==> config.mk <==
export PLATFORM = sky130hd
export DESIGN_NAME = i2c_master_bit_sequencer_unit
export DESIGN_NICKNAME = d
export VERILOG_FILES = /design/src/sv/i2cms_pkg.sv /design/src/sv/i2cms_front.sv /design/src/sv/i2cms_queue.sv /design/src/sv/i2cms_back.sv /design/src/sv/i2c_master_bit_sequencer_unit.sv
export SDC_FILE = /design/constraint.sdc
export NUM_CORES = 1
export LEC_CHECK = 0
export BUFFER_PORTS_ARGS = -buffer_cell sky130_fd_sc_hd__buf_2
export CORE_MARGIN = 4
export CORE_UTILIZATION = 40
export DETAILED_ROUTE_END_ITERATION = 12
export PLACE_DENSITY = 0.69
export SLEW_MARGIN = 10
export SYNTH_ARGS = -nofsm -noshare
export SYNTH_HDL_FRONTEND = slang
export SYNTH_HIERARCHICAL = 1
export SYNTH_SLANG_ARGS = --single-unit
==> constraint.sdc <==
create_clock -name clk -period 6.1 [get_ports clk]
set_clock_uncertainty 0.1 [all_clocks]
set_input_delay 0.305 -clock clk [delete_from_list [all_inputs] [get_ports clk]]
set_output_delay 0.305 -clock clk [all_outputs]
set_load 0.01 [all_outputs]
==> src/sv/i2cms_pkg.sv <==
// ----------------------------------------------------------------------------
// i2cms_pkg
// Shared types and constants of the I2C master bit sequencer.
// ----------------------------------------------------------------------------
package i2cms_pkg;

  localparam int unsigned QUEUE_DEPTH = 2;
  localparam int unsigned QPTR_W      = 1;
  localparam int unsigned QCNT_W      = 2;

  typedef enum logic [2:0] {
    OP_START = 3'd0,
    OP_STOP  = 3'd1,
    OP_WRITE = 3'd2,
    OP_READ  = 3'd3,
    OP_ACK   = 3'd4,
    OP_NACK  = 3'd5,
    OP_WACK  = 3'd6,
    OP_NONE  = 3'd7
  } opcode_t;

  typedef enum logic [4:0] {
    PH_IDLE = 5'd0,
    PH_ST_A = 5'd1,
    PH_ST_B = 5'd2,
    PH_SP_A = 5'd3,
    PH_SP_B = 5'd4,
    PH_SP_C = 5'd5,
    PH_AK_A = 5'd6,
    PH_AK_B = 5'd7,
    PH_NK_A = 5'd8,
    PH_WA_A = 5'd9,
    PH_WA_B = 5'd10,
    PH_WR_D = 5'd11,
    PH_WR_H = 5'd12,
    PH_RD_L = 5'd13,
    PH_RD_R = 5'd14,
    PH_RD_S = 5'd15
  } phase_t;

  localparam logic [3:0] LAST_BIT = 4'd7;

  // One classified tick as it travels from front to back.
  typedef struct packed {
    logic       cmd_go;
    opcode_t    opcode;
    logic [7:0] tx_byte;
    logic       sda_level;
  } tick_t;

  // One result of a tick.
  typedef struct packed {
    logic       scl_level;
    logic       sda_release;
    logic       busy_res;
    logic       done_res;
    logic [7:0] rx_byte;
    logic       ack_missing;
  } result_t;

endpackage

==> src/sv/i2cms_front.sv <==
// ----------------------------------------------------------------------------
// i2cms_front
// Accepts ticks, flags those that carry a command with a known opcode.
// ----------------------------------------------------------------------------
module i2cms_front (
  input  logic              clk,
  input  logic              rst_n,
  input  logic              in_valid,
  output logic              in_stall,
  input  logic              in_cmd_valid,
  input  logic [2:0]        in_opcode,
  input  logic [7:0]        in_tx_byte,
  input  logic              in_sda_level,
  output logic              push,
  output i2cms_pkg::tick_t  push_tick,
  input  logic              queue_ready
);

  logic             valid_r;
  i2cms_pkg::tick_t tick_r;
  logic             load;

  assign push     = valid_r && queue_ready;
  assign in_stall = valid_r && !queue_ready;
  assign load     = in_valid && !in_stall;
  assign push_tick = tick_r;

  always_ff @(posedge clk) begin
    if (!rst_n) begin
      valid_r <= 1'b0;
    end else if (load) begin
      valid_r <= 1'b1;
    end else if (push) begin
      valid_r <= 1'b0;
    end
  end

  // opcode seven carries no command
  always_ff @(posedge clk) begin
    if (load) begin
      tick_r.cmd_go    <= in_cmd_valid && (in_opcode != i2cms_pkg::OP_NONE);
      tick_r.opcode    <= i2cms_pkg::opcode_t'(in_opcode);
      tick_r.tx_byte   <= in_tx_byte;
      tick_r.sda_level <= in_sda_level;
    end
  end

endmodule

==> src/sv/i2cms_queue.sv <==
// ----------------------------------------------------------------------------
// i2cms_queue
// Two-entry queue of classified ticks between front and back.
// ----------------------------------------------------------------------------
module i2cms_queue (
  input  logic              clk,
  input  logic              rst_n,
  input  logic              push,
  input  i2cms_pkg::tick_t  push_tick,
  output logic              ready,
  input  logic              pop,
  output logic              head_valid,
  output i2cms_pkg::tick_t  head_tick
);

  i2cms_pkg::tick_t                  entry_r [i2cms_pkg::QUEUE_DEPTH];
  logic [i2cms_pkg::QPTR_W-1:0]      wr_ptr_r;
  logic [i2cms_pkg::QPTR_W-1:0]      rd_ptr_r;
  logic [i2cms_pkg::QCNT_W-1:0]      count_r;
  logic                              do_push;
  logic                              do_pop;

  assign ready      = (count_r != i2cms_pkg::QCNT_W'(i2cms_pkg::QUEUE_DEPTH));
  assign head_valid = (count_r != '0);
  assign head_tick  = entry_r[rd_ptr_r];
  assign do_push    = push && ready;
  assign do_pop     = pop && head_valid;

  always_ff @(posedge clk) begin
    if (!rst_n) begin
      wr_ptr_r <= '0;
      rd_ptr_r <= '0;
      count_r  <= '0;
    end else begin
      if (do_push) begin
        wr_ptr_r <= wr_ptr_r + 1'b1;
      end
      if (do_pop) begin
        rd_ptr_r <= rd_ptr_r + 1'b1;
      end
      if (do_push && !do_pop) begin
        count_r <= count_r + 1'b1;
      end else if (do_pop && !do_push) begin
        count_r <= count_r - 1'b1;
      end
    end
  end

  always_ff @(posedge clk) begin
    if (do_push) begin
      entry_r[wr_ptr_r] <= push_tick;
    end
  end

endmodule

==> src/sv/i2cms_back.sv <==
// ----------------------------------------------------------------------------
// i2cms_back
// Phase sequencer: runs one tick per popped item and registers its result.
// ----------------------------------------------------------------------------
module i2cms_back #(
  parameter int unsigned HOLD_COUNT_WIDTH = 16
) (
  input  logic               clk,
  input  logic               rst_n,
  input  logic               head_valid,
  input  i2cms_pkg::tick_t   head_tick,
  output logic               pop,
  input  logic [15:0]        long_hold,
  input  logic [15:0]        short_hold,
  output logic               out_valid,
  input  logic               out_stall,
  output i2cms_pkg::result_t out_res
);

  localparam int unsigned HW = HOLD_COUNT_WIDTH;

  i2cms_pkg::phase_t phase_r, phase_nxt;
  logic [3:0]        bit_r, bit_nxt;
  logic [HW-1:0]     hold_r, hold_nxt;
  logic [7:0]        shift_r, shift_nxt;
  logic              scl_r, scl_nxt;
  logic              sda_r, sda_nxt;
  logic              ack_r, ack_nxt;
  logic [7:0]        rx_r, rx_nxt;
  logic              done_nxt;
  logic              out_valid_r;
  logic [HW-1:0]     long_ticks;
  logic [HW-1:0]     short_ticks;

  // mask to the counter width; zero holds for one tick
  function automatic logic [HW-1:0] hold_of(input logic [15:0] reg_val);
    logic [HW-1:0] v;
    v = HW'(reg_val);
    return (v == '0) ? HW'(1) : v;
  endfunction

  assign long_ticks  = hold_of(long_hold);
  assign short_ticks = hold_of(short_hold);

  assign pop       = head_valid && (!out_valid_r || !out_stall);
  assign out_valid = out_valid_r;

  always_comb begin
    phase_nxt = phase_r;
    bit_nxt   = bit_r;
    hold_nxt  = hold_r;
    shift_nxt = shift_r;
    scl_nxt   = scl_r;
    sda_nxt   = sda_r;
    ack_nxt   = ack_r;
    rx_nxt    = rx_r;
    done_nxt  = 1'b0;
    if (phase_r == i2cms_pkg::PH_IDLE) begin
      if (head_tick.cmd_go) begin
        unique case (head_tick.opcode)
          i2cms_pkg::OP_START: begin
            scl_nxt = 1'b1; sda_nxt = 1'b1;
            phase_nxt = i2cms_pkg::PH_ST_A; hold_nxt = long_ticks;
          end
          i2cms_pkg::OP_STOP: begin
            scl_nxt = 1'b0; sda_nxt = 1'b0;
            phase_nxt = i2cms_pkg::PH_SP_A; hold_nxt = short_ticks;
          end
          i2cms_pkg::OP_WRITE: begin
            shift_nxt = head_tick.tx_byte; bit_nxt = '0;
            scl_nxt = 1'b0; sda_nxt = head_tick.tx_byte[7];
            phase_nxt = i2cms_pkg::PH_WR_D; hold_nxt = short_ticks;
          end
          i2cms_pkg::OP_READ: begin
            shift_nxt = '0; bit_nxt = '0; scl_nxt = 1'b0;
            phase_nxt = i2cms_pkg::PH_RD_L; hold_nxt = short_ticks;
          end
          i2cms_pkg::OP_ACK: begin
            scl_nxt = 1'b0; sda_nxt = 1'b0;
            phase_nxt = i2cms_pkg::PH_AK_A; hold_nxt = long_ticks;
          end
          i2cms_pkg::OP_NACK: begin
            scl_nxt = 1'b0; sda_nxt = 1'b1;
            phase_nxt = i2cms_pkg::PH_NK_A; hold_nxt = short_ticks;
          end
          i2cms_pkg::OP_WACK: begin
            scl_nxt = 1'b0; sda_nxt = 1'b1;
            phase_nxt = i2cms_pkg::PH_WA_A; hold_nxt = short_ticks;
          end
          default: begin
          end
        endcase
      end
    end else if (hold_r > HW'(1)) begin
      hold_nxt = hold_r - 1'b1;
    end else begin
      unique case (phase_r)
        i2cms_pkg::PH_ST_A: begin
          sda_nxt = 1'b0; phase_nxt = i2cms_pkg::PH_ST_B; hold_nxt = long_ticks;
        end
        i2cms_pkg::PH_ST_B: begin
          scl_nxt = 1'b0; phase_nxt = i2cms_pkg::PH_IDLE; hold_nxt = '0; done_nxt = 1'b1;
        end
        i2cms_pkg::PH_SP_A: begin
          scl_nxt = 1'b1; phase_nxt = i2cms_pkg::PH_SP_B; hold_nxt = long_ticks;
        end
        i2cms_pkg::PH_SP_B: begin
          sda_nxt = 1'b1; phase_nxt = i2cms_pkg::PH_SP_C; hold_nxt = long_ticks;
        end
        i2cms_pkg::PH_SP_C: begin
          phase_nxt = i2cms_pkg::PH_IDLE; hold_nxt = '0; done_nxt = 1'b1;
        end
        i2cms_pkg::PH_AK_A, i2cms_pkg::PH_NK_A: begin
          scl_nxt = 1'b1; phase_nxt = i2cms_pkg::PH_AK_B; hold_nxt = long_ticks;
        end
        i2cms_pkg::PH_AK_B: begin
          scl_nxt = 1'b0; phase_nxt = i2cms_pkg::PH_IDLE; hold_nxt = '0; done_nxt = 1'b1;
        end
        i2cms_pkg::PH_WA_A: begin
          scl_nxt = 1'b1; phase_nxt = i2cms_pkg::PH_WA_B; hold_nxt = short_ticks;
        end
        i2cms_pkg::PH_WA_B: begin
          scl_nxt = 1'b0;
          if (head_tick.sda_level) begin
            ack_nxt = 1'b1; sda_nxt = 1'b0;
            phase_nxt = i2cms_pkg::PH_SP_A; hold_nxt = short_ticks;
          end else begin
            ack_nxt = 1'b0;
            phase_nxt = i2cms_pkg::PH_IDLE; hold_nxt = '0; done_nxt = 1'b1;
          end
        end
        i2cms_pkg::PH_WR_D: begin
          scl_nxt = 1'b1; phase_nxt = i2cms_pkg::PH_WR_H; hold_nxt = short_ticks;
        end
        i2cms_pkg::PH_WR_H: begin
          scl_nxt = 1'b0;
          if (bit_r < i2cms_pkg::LAST_BIT) begin
            bit_nxt   = bit_r + 1'b1;
            shift_nxt = {shift_r[6:0], 1'b0};
            sda_nxt   = shift_r[6];
            phase_nxt = i2cms_pkg::PH_WR_D; hold_nxt = short_ticks;
          end else begin
            phase_nxt = i2cms_pkg::PH_IDLE; hold_nxt = '0; done_nxt = 1'b1;
          end
        end
        i2cms_pkg::PH_RD_L: begin
          sda_nxt = 1'b1; scl_nxt = 1'b1;
          phase_nxt = i2cms_pkg::PH_RD_R; hold_nxt = HW'(1);
        end
        i2cms_pkg::PH_RD_R: begin
          shift_nxt = {shift_r[6:0], head_tick.sda_level};
          phase_nxt = i2cms_pkg::PH_RD_S; hold_nxt = short_ticks;
        end
        i2cms_pkg::PH_RD_S: begin
          if (bit_r < i2cms_pkg::LAST_BIT) begin
            bit_nxt = bit_r + 1'b1; scl_nxt = 1'b0;
            phase_nxt = i2cms_pkg::PH_RD_L; hold_nxt = short_ticks;
          end else begin
            rx_nxt = shift_r;
            phase_nxt = i2cms_pkg::PH_IDLE; hold_nxt = '0; done_nxt = 1'b1;
          end
        end
        default: begin
          phase_nxt = i2cms_pkg::PH_IDLE; hold_nxt = '0;
        end
      endcase
    end
  end

  always_ff @(posedge clk) begin
    if (!rst_n) begin
      phase_r <= i2cms_pkg::PH_IDLE;
      bit_r   <= '0;
      hold_r  <= '0;
      shift_r <= '0;
      scl_r   <= 1'b1;
      sda_r   <= 1'b1;
      ack_r   <= 1'b0;
      rx_r    <= '0;
    end else if (pop) begin
      phase_r <= phase_nxt;
      bit_r   <= bit_nxt;
      hold_r  <= hold_nxt;
      shift_r <= shift_nxt;
      scl_r   <= scl_nxt;
      sda_r   <= sda_nxt;
      ack_r   <= ack_nxt;
      rx_r    <= rx_nxt;
    end
  end

  always_ff @(posedge clk) begin
    if (!rst_n) begin
      out_valid_r <= 1'b0;
    end else if (pop) begin
      out_valid_r <= 1'b1;
    end else if (!out_stall) begin
      out_valid_r <= 1'b0;
    end
  end

  always_ff @(posedge clk) begin
    if (pop) begin
      out_res.scl_level   <= scl_nxt;
      out_res.sda_release <= sda_nxt;
      out_res.busy_res    <= (phase_nxt != i2cms_pkg::PH_IDLE);
      out_res.done_res    <= done_nxt;
      out_res.rx_byte     <= rx_nxt;
      out_res.ack_missing <= ack_nxt;
    end
  end

endmodule

==> src/sv/i2c_master_bit_sequencer_unit.sv <==
// ----------------------------------------------------------------------------
// i2c_master_bit_sequencer_unit
// Path: a tick passes the front register, a queue entry and the back result register.
// Throughput: one tick per cycle unless out_stall holds the result; the back
// sequencer updates its phase on every pop, and the two-entry queue absorbs stalls.
// Reset: synchronous, active low; SCL and SDA released high, sequencer idle,
// hold registers back to five (long) and two (short) ticks.
// ----------------------------------------------------------------------------
module i2c_master_bit_sequencer_unit #(
  parameter int unsigned HOLD_COUNT_WIDTH = 16
) (
  input  logic        clk,
  input  logic        rst_n,
  // tick input channel
  input  logic        in_valid,
  output logic        in_stall,
  input  logic        in_cmd_valid,
  input  logic [2:0]  in_opcode,
  input  logic [7:0]  in_tx_byte,
  input  logic        in_sda_level,
  // result channel
  output logic        out_valid,
  input  logic        out_stall,
  output logic        out_scl_level,
  output logic        out_sda_release,
  output logic        out_busy_res,
  output logic        out_done_res,
  output logic [7:0]  out_rx_byte,
  output logic        out_ack_missing,
  // configuration port
  input  logic        psel,
  input  logic        penable,
  input  logic        pwrite,
  input  logic [2:0]  paddr,
  input  logic [31:0] pwdata,
  output logic [31:0] prdata,
  output logic        pready
);

  localparam logic REG_LONG  = 1'b0;
  localparam logic REG_SHORT = 1'b1;

  logic [15:0]        long_hold_r;
  logic [15:0]        short_hold_r;
  logic               cfg_write;
  logic               push;
  i2cms_pkg::tick_t   push_tick;
  logic               queue_ready;
  logic               head_valid;
  i2cms_pkg::tick_t   head_tick;
  logic               pop;
  i2cms_pkg::result_t out_res;

  // Register file: index is the word address, paddr[2].
  assign pready    = 1'b1;
  assign cfg_write = psel && penable && pwrite;

  always_ff @(posedge clk) begin
    if (!rst_n) begin
      long_hold_r  <= 16'd5;
      short_hold_r <= 16'd2;
    end else if (cfg_write) begin
      unique case (paddr[2])
        REG_LONG:  long_hold_r  <= pwdata[15:0];
        REG_SHORT: short_hold_r <= pwdata[15:0];
        default: begin
        end
      endcase
    end
  end

  // Read back the addressed hold register.
  always_comb begin
    unique case (paddr[2])
      REG_LONG:  prdata = {16'd0, long_hold_r};
      REG_SHORT: prdata = {16'd0, short_hold_r};
      default:   prdata = '0;
    endcase
  end

  // Front: take tick transactions, flag real commands.
  i2cms_front u_front (
    .clk          (clk),
    .rst_n        (rst_n),
    .in_valid     (in_valid),
    .in_stall     (in_stall),
    .in_cmd_valid (in_cmd_valid),
    .in_opcode    (in_opcode),
    .in_tx_byte   (in_tx_byte),
    .in_sda_level (in_sda_level),
    .push         (push),
    .push_tick    (push_tick),
    .queue_ready  (queue_ready)
  );

  // Queue: decouple front acceptance from result backpressure.
  i2cms_queue u_queue (
    .clk        (clk),
    .rst_n      (rst_n),
    .push       (push),
    .push_tick  (push_tick),
    .ready      (queue_ready),
    .pop        (pop),
    .head_valid (head_valid),
    .head_tick  (head_tick)
  );

  // Back: advance the phase sequencer one tick per popped transaction.
  i2cms_back #(
    .HOLD_COUNT_WIDTH (HOLD_COUNT_WIDTH)
  ) u_back (
    .clk        (clk),
    .rst_n      (rst_n),
    .head_valid (head_valid),
    .head_tick  (head_tick),
    .pop        (pop),
    .long_hold  (long_hold_r),
    .short_hold (short_hold_r),
    .out_valid  (out_valid),
    .out_stall  (out_stall),
    .out_res    (out_res)
  );

  assign out_scl_level   = out_res.scl_level;
  assign out_sda_release = out_res.sda_release;
  assign out_busy_res    = out_res.busy_res;
  assign out_done_res    = out_res.done_res;
  assign out_rx_byte     = out_res.rx_byte;
  assign out_ack_missing = out_res.ack_missing;

endmodule

Word level (Yosys, flattened, before mapping)
Memory sizes are Yosys's and may differ from the RTL's. A register that Yosys moved wholly into a read port is not among the register bits.
Index checks and enable logic that the tools add are counted.
{"block": "totals", "register_bits": 108, "ram_bits": 26, "out_inout_bits": 48, "mem_count": 1}
{"memory": "u_queue.entry_r", "depth": 2, "width": 13, "rd": 1, "rd_clocked_by_memory_dff": 1, "wr": 1, "line": "i2cms_queue.sv:16", "text": "i2cms_pkg::tick_t entry_r [i2cms_pkg::QUEUE_DEPTH];"}
{"block": "classes", "addsub": 6, "magnitude_cmp": 2, "eq_ne": 30, "muxes": 64, "n_bitwise": 1, "reduce_logical": 49}
{"cell": "2-to-1 mux 16 bit", "count": 7}
{"cell": "one-hot mux 16 bit (5 select lines)", "count": 1}
{"cell": "2-to-1 mux 8 bit", "count": 8}
{"cell": "one-hot mux 32 bit (2 select lines)", "count": 1}
{"cell": "one-hot mux 5 bit (11 select lines)", "count": 1}
{"cell": "equality test 5 x 4 -> 1 bit, second input constant", "count": 8}
{"cell": "one-hot mux 5 bit (7 select lines)", "count": 1}
{"cell": "zero test 16 bit", "count": 2}
{"cell": "2-to-1 mux 4 bit", "count": 8}
{"cell": "one-hot mux 16 bit (2 select lines)", "count": 1}
{"cell": "one-hot mux 8 bit (2 select lines)", "count": 2}
{"cell": "2-to-1 mux 1 bit", "count": 23}
{"cell": "equality test 5 x 3 -> 1 bit, second input constant", "count": 4}
{"cell": "> comparator 16 x 1 -> 1 bit, second input constant", "count": 1}
{"cell": "subtractor 16 x 1 -> 16 bit, second input constant", "count": 1}
{"cell": "2-to-1 mux 5 bit", "count": 3}
{"cell": "OR reduction 2 bit", "count": 7}
{"cell": "AND reduction 6 bit", "count": 2}
{"cell": "OR reduction 6 bit", "count": 2}
{"cell": "logical AND 1 bit", "count": 11}
{"cell": "equality test 5 x 2 -> 1 bit, second input constant", "count": 2}
{"cell": "nonzero test 2 bit", "count": 5}
{"cell": "OR reduction 5 bit", "count": 2}
{"cell": "equality test 3 bit, second input constant", "count": 3}
{"cell": "27 further kinds", "count": 46}

Depth between registers and ports, before layout
{"block": "logic_depth", "ltp_word": 7, "ltp_mapped": 11, "depth_no_buf": 8}

By module
The synthesis kept the hierarchy.
{"module": "i2cms_back", "n_inst": 1, "cells_per_inst": 510, "area_per_inst_um2": 3992.6}
{"module": "i2c_master_bit_sequencer_unit", "n_inst": 1, "cells_per_inst": 164, "area_per_inst_um2": 1622.8}
{"module": "i2cms_queue", "n_inst": 1, "cells_per_inst": 64, "area_per_inst_um2": 1174.9}
{"module": "i2cms_front", "n_inst": 1, "cells_per_inst": 20, "area_per_inst_um2": 454.2}

Worst setup path after synthesis
Ideal clock, no wire load.
{"block": "synth_path", "kind": "reg-to-reg", "start": "register (tool-made name)", "end": "register u_back.hold_r[11]", "arrival_ps": 2671, "required_time_ps": 5881, "path_slack_ps": 3210, "stages_incl_launch_ff": 10, "path_buffers": 2, "synth_period_minus_slack_ps": 2890, "cell_sequence": "dfxtp_1 > buf_2 > mux2_2 > or2_2 > nand2_1 > buf_1 > mux2_2 > o21ai_0 > o211ai_1 > o221a_2"}
{"item": "end signal, assigned", "line": "i2cms_back.sv:183", "text": "hold_r <= hold_nxt;"}
{"item": "end, declared", "line": "i2cms_back.sv:24", "text": "logic [HW-1:0] hold_r, hold_nxt;"}

Final worst setup path
{"block": "layout_path", "start": "register u_back.hold_r[4]", "end": "register u_back.shift_r[2]"}
{"block": "layout_between", "elab_chain_len": 3}
{"item": "> comparator 16 x 1 -> 1 bit", "line": "i2cms_back.sv:94", "text": "end else if (hold_r > HW'(1)) begin"}
{"item": "inequality test 2 x 1 -> 1 bit (no line)"}
{"item": "AND reduction 6 bit (no line)"}
{"item": "end signal, assigned", "line": "i2cms_back.sv:184", "text": "shift_r <= shift_nxt;"}
{"item": "end, declared", "line": "i2cms_back.sv:25", "text": "logic [7:0] shift_r, shift_nxt;"}
No other way between the ends.
A chain may end at the register's enable or synchronous reset.

==> results.cfg <==
[global_route]
grt_max_degree = 81
grt_pass1_vias = 5686
grt-ovfl-total = 0
grtUsageTotal_pct = 17.7
grt_pass1_wl_um = 29100
antenna_found_initial = 0

[placed_design]
port_buffers = 67
post-dp-hpwl_um = 11800
gp_congestion = 0.859
dpl-instance-area_mm2 = 0.00761

[sta]
setup_violations = 0
max_freq_ghz = 0.289
rsz0062_at_grt = no
finalCritPeriodShare_pct = 56.7
slew_violations = 0
fin_hold_ws_ps = 29.3
tightest_slew_ps = 1170
min_period_ps = 3460
setup_tns_ps = 0
hold_viol = 0
relSlewSlack_pct = 22.0

[detailed_routing]
drcViolationCount = 0
routed_wl_um = 17600
antenna_left = 0
via_per_inst = 5.66
drt-initial-drc-count = 500
wl_per_cell_um = 16.8
drt-pass1-iter-count = 6
vias = 5927

[run]
drv_cap = 0

[power]
vdd_ir_drop_max_v = 0.000203
leakagePower_nw = 3.29
p_sw_share_pct = 41.4
powerDensity_mw_per_mm2 = 481
power.switching_mw = 1.66
combinationalPowerShare_pct = 41.6
clockPowerShare_pct = 26.2
p_seq_share_pct = 32.1
power.internal_mw = 2.35

[critical_path]
setup.worst_path.start = u_back/hold_r[4]$_SDFFE_PN0P_
crit_path_end_kind = flip-flop
crit_fanout = 18
critPathKind = flip-flop to flip-flop
critPathRequiredTime_ps = 6330
cp.arrival_ps = 3690
cp-start-kind = flip-flop
r2r-start = u_back/hold_r[4]$_SDFFE_PN0P_

[layout]
antenna_cells = 0
final_common_cell = nand2_1
fin_nets = 869
syn2layout_area_growth_pct = 15.1
layout-drive-gt1-share_pct = 20.7
final_cell_mix = 96 x nand2_1, 83 x dfxtp_1, 67 x buf_2
fin_area_mm2 = 0.00834

[yosys]
yosys.cell_types.count = 71
synth_seq_cells = 135
synth_edf_count = 52
synth.avg_cell_area_um2 = 9.56
netlist_instances = 758
async_flop_share_pct = 0
ys.warnings.count = 6
mappedNetlistArea_mm2 = 0.00724
yosysSeqAreaShare_pct = 44.5
synth_ff_type = dfxtp_1

[clocking]
insertion_delay_ps = 420
postCtsSetupRepairBufs = 0
numCtsBuffers = 17
clk_pin_slew_ps = 70
cts-root-buf = clkbuf_16
clockBufferDepth = 2
cts_resized = 0
cts_tree = done
htree_num_levels = 4
clkSinkCount = 135

[die]
rows = 48
die_height_um = 143
die_w_um = 143
dieArea_mm2 = 0.0203
start_util_pct = 41.3
core-area_mm2 = 0.0175
io_pins = 103

[worst_hold_path]
hp-start = pwdata[2]
hold_path_class = input port to flip-flop

[run_status]
status = completed
routing by layer:
layer | wire length [µm] | vias to the layer above | global-route usage [%]
met5 | 0 | - | 0
met4 | 381 | 0 | 7.55
met3 | 1210 | 27 | 4.10
met2 | 7910 | 232 | 26.2
met1 | 8130 | 2818 | 24.8
li1 | - | 2850 | -
logic make-up (layout without fill, tap and decap cells):
kind of cell / count (synthesis) / after routing / synth area share (%)
xor+xnor: 14 / 14 / 1.69
other cells: 2 / 17 / 0.104
flops: 135 / 135 / 44.5
mux: 91 / 91 / 13.3
simple gates: 269 / 269 / 18.8
buf+inv: 81 / 131 / 5.70
fa+ha+maj: 4 / 4 / 0.691
compound gates: 162 / 162 / 15.2
worst paths after layout:
kind	cells past startpoint	slack, ps	to
min reg2reg	0	340	u_queue/entry_r[0][8]$_DFFE_PP_
max reg2reg	6	2640	u_back/shift_r[2]$_SDFFE_PN0P_
min	3	30	short_hold_r[2]$_SDFFE_PN0P_
max	6	2640	u_back/shift_r[2]$_SDFFE_PN0P_
final cells by class:
cell class | count | area (µm²)
fillers | 1633 | 9200
multi-input cells | 557 | 3680
flip-flops and latches | 135 | 3220
repair buffers | 85 | 503
clock buffers | 17 | 425
well taps | 225 | 282
clock inverters | 15 | 180
inverters | 14 | 52.6
Yosys cell counts (11+ instances only):
| library cell | count | area [µm²] |
|---|---|---|
| clkbuf_1 | 39 | 146 |
| nor4_1 | 14 | 87.6 |
| a21oi_1 | 35 | 175 |
| inv_1 | 14 | 52.6 |
| mux2_2 | 42 | 473 |
| edfxtp_1 | 52 | 1560 |
| dfxtp_1 | 83 | 1660 |
| nor3_1 | 13 | 65.1 |
| a22oi_1 | 17 | 128 |
| nor2b_1 | 11 | 68.8 |
| buf_4 | 18 | 135 |
| nor2_1 | 47 | 176 |
| mux2i_1 | 49 | 490 |
| and2_1 | 11 | 68.8 |
| nand3_1 | 16 | 80.1 |
| nand2b_1 | 12 | 75.1 |
| nand2_1 | 96 | 360 |
| o21ai_0 | 31 | 155 |
what timing repair did:
action / CTS / global route
endpoints found under the setup margin: 0 / 0
hold buffers: 13 / 0
endpoints found under the hold margin: 13 / 0
worst max-delay path, stage by stage (launching register included):
cell,delay (ps)
dfxtp_1,360
nor4_1,620
nand3_1,350
o21ai_2,730
nand3_1,690
a21o_1,350
a21oi_1,160
registers in the layout (all words and copies together) (netlist names), 2 cells and up, named ones only:
name and flops:
long_hold_r 16, short_hold_r 16, u_back/bit_r 4, u_back/hold_r 16, u_back/out_res 13, u_back/phase_r 5, u_back/rx_r 8, u_back/shift_r 8
u_front/push_tick 13, u_queue/count_r 2, u_queue/entry_r 26
power by group through the flow:
stage / Combinational (mW) / Clock [mW] / Sequential [mW]
2_1_floorplan: 1.24 / 0 / 1.25
3_3_place_gp: 1.61 / 0 / 1.30
3_5_place_dp: 1.62 / 0 / 1.30
4_1_cts: 1.64 / 1.08 / 1.28
5_1_grt: 1.83 / 1.11 / 1.31
6_report: 1.67 / 1.05 / 1.29
metrics by stage:
stage	util (%)	power (mW)	worst slack [ps]	instances
6_report	47.6	4.01	2640	1048
5_1_grt	47.6	4.26	2360	1048
4_1_cts	47.6	4.00	2710	1048
3_5_place_dp	43.4	2.92	2730	1003
3_3_place_gp	43.4	2.91	2790	1003
2_1_floorplan	-	2.49	3210	773
(Power assumes the default switching activity.)
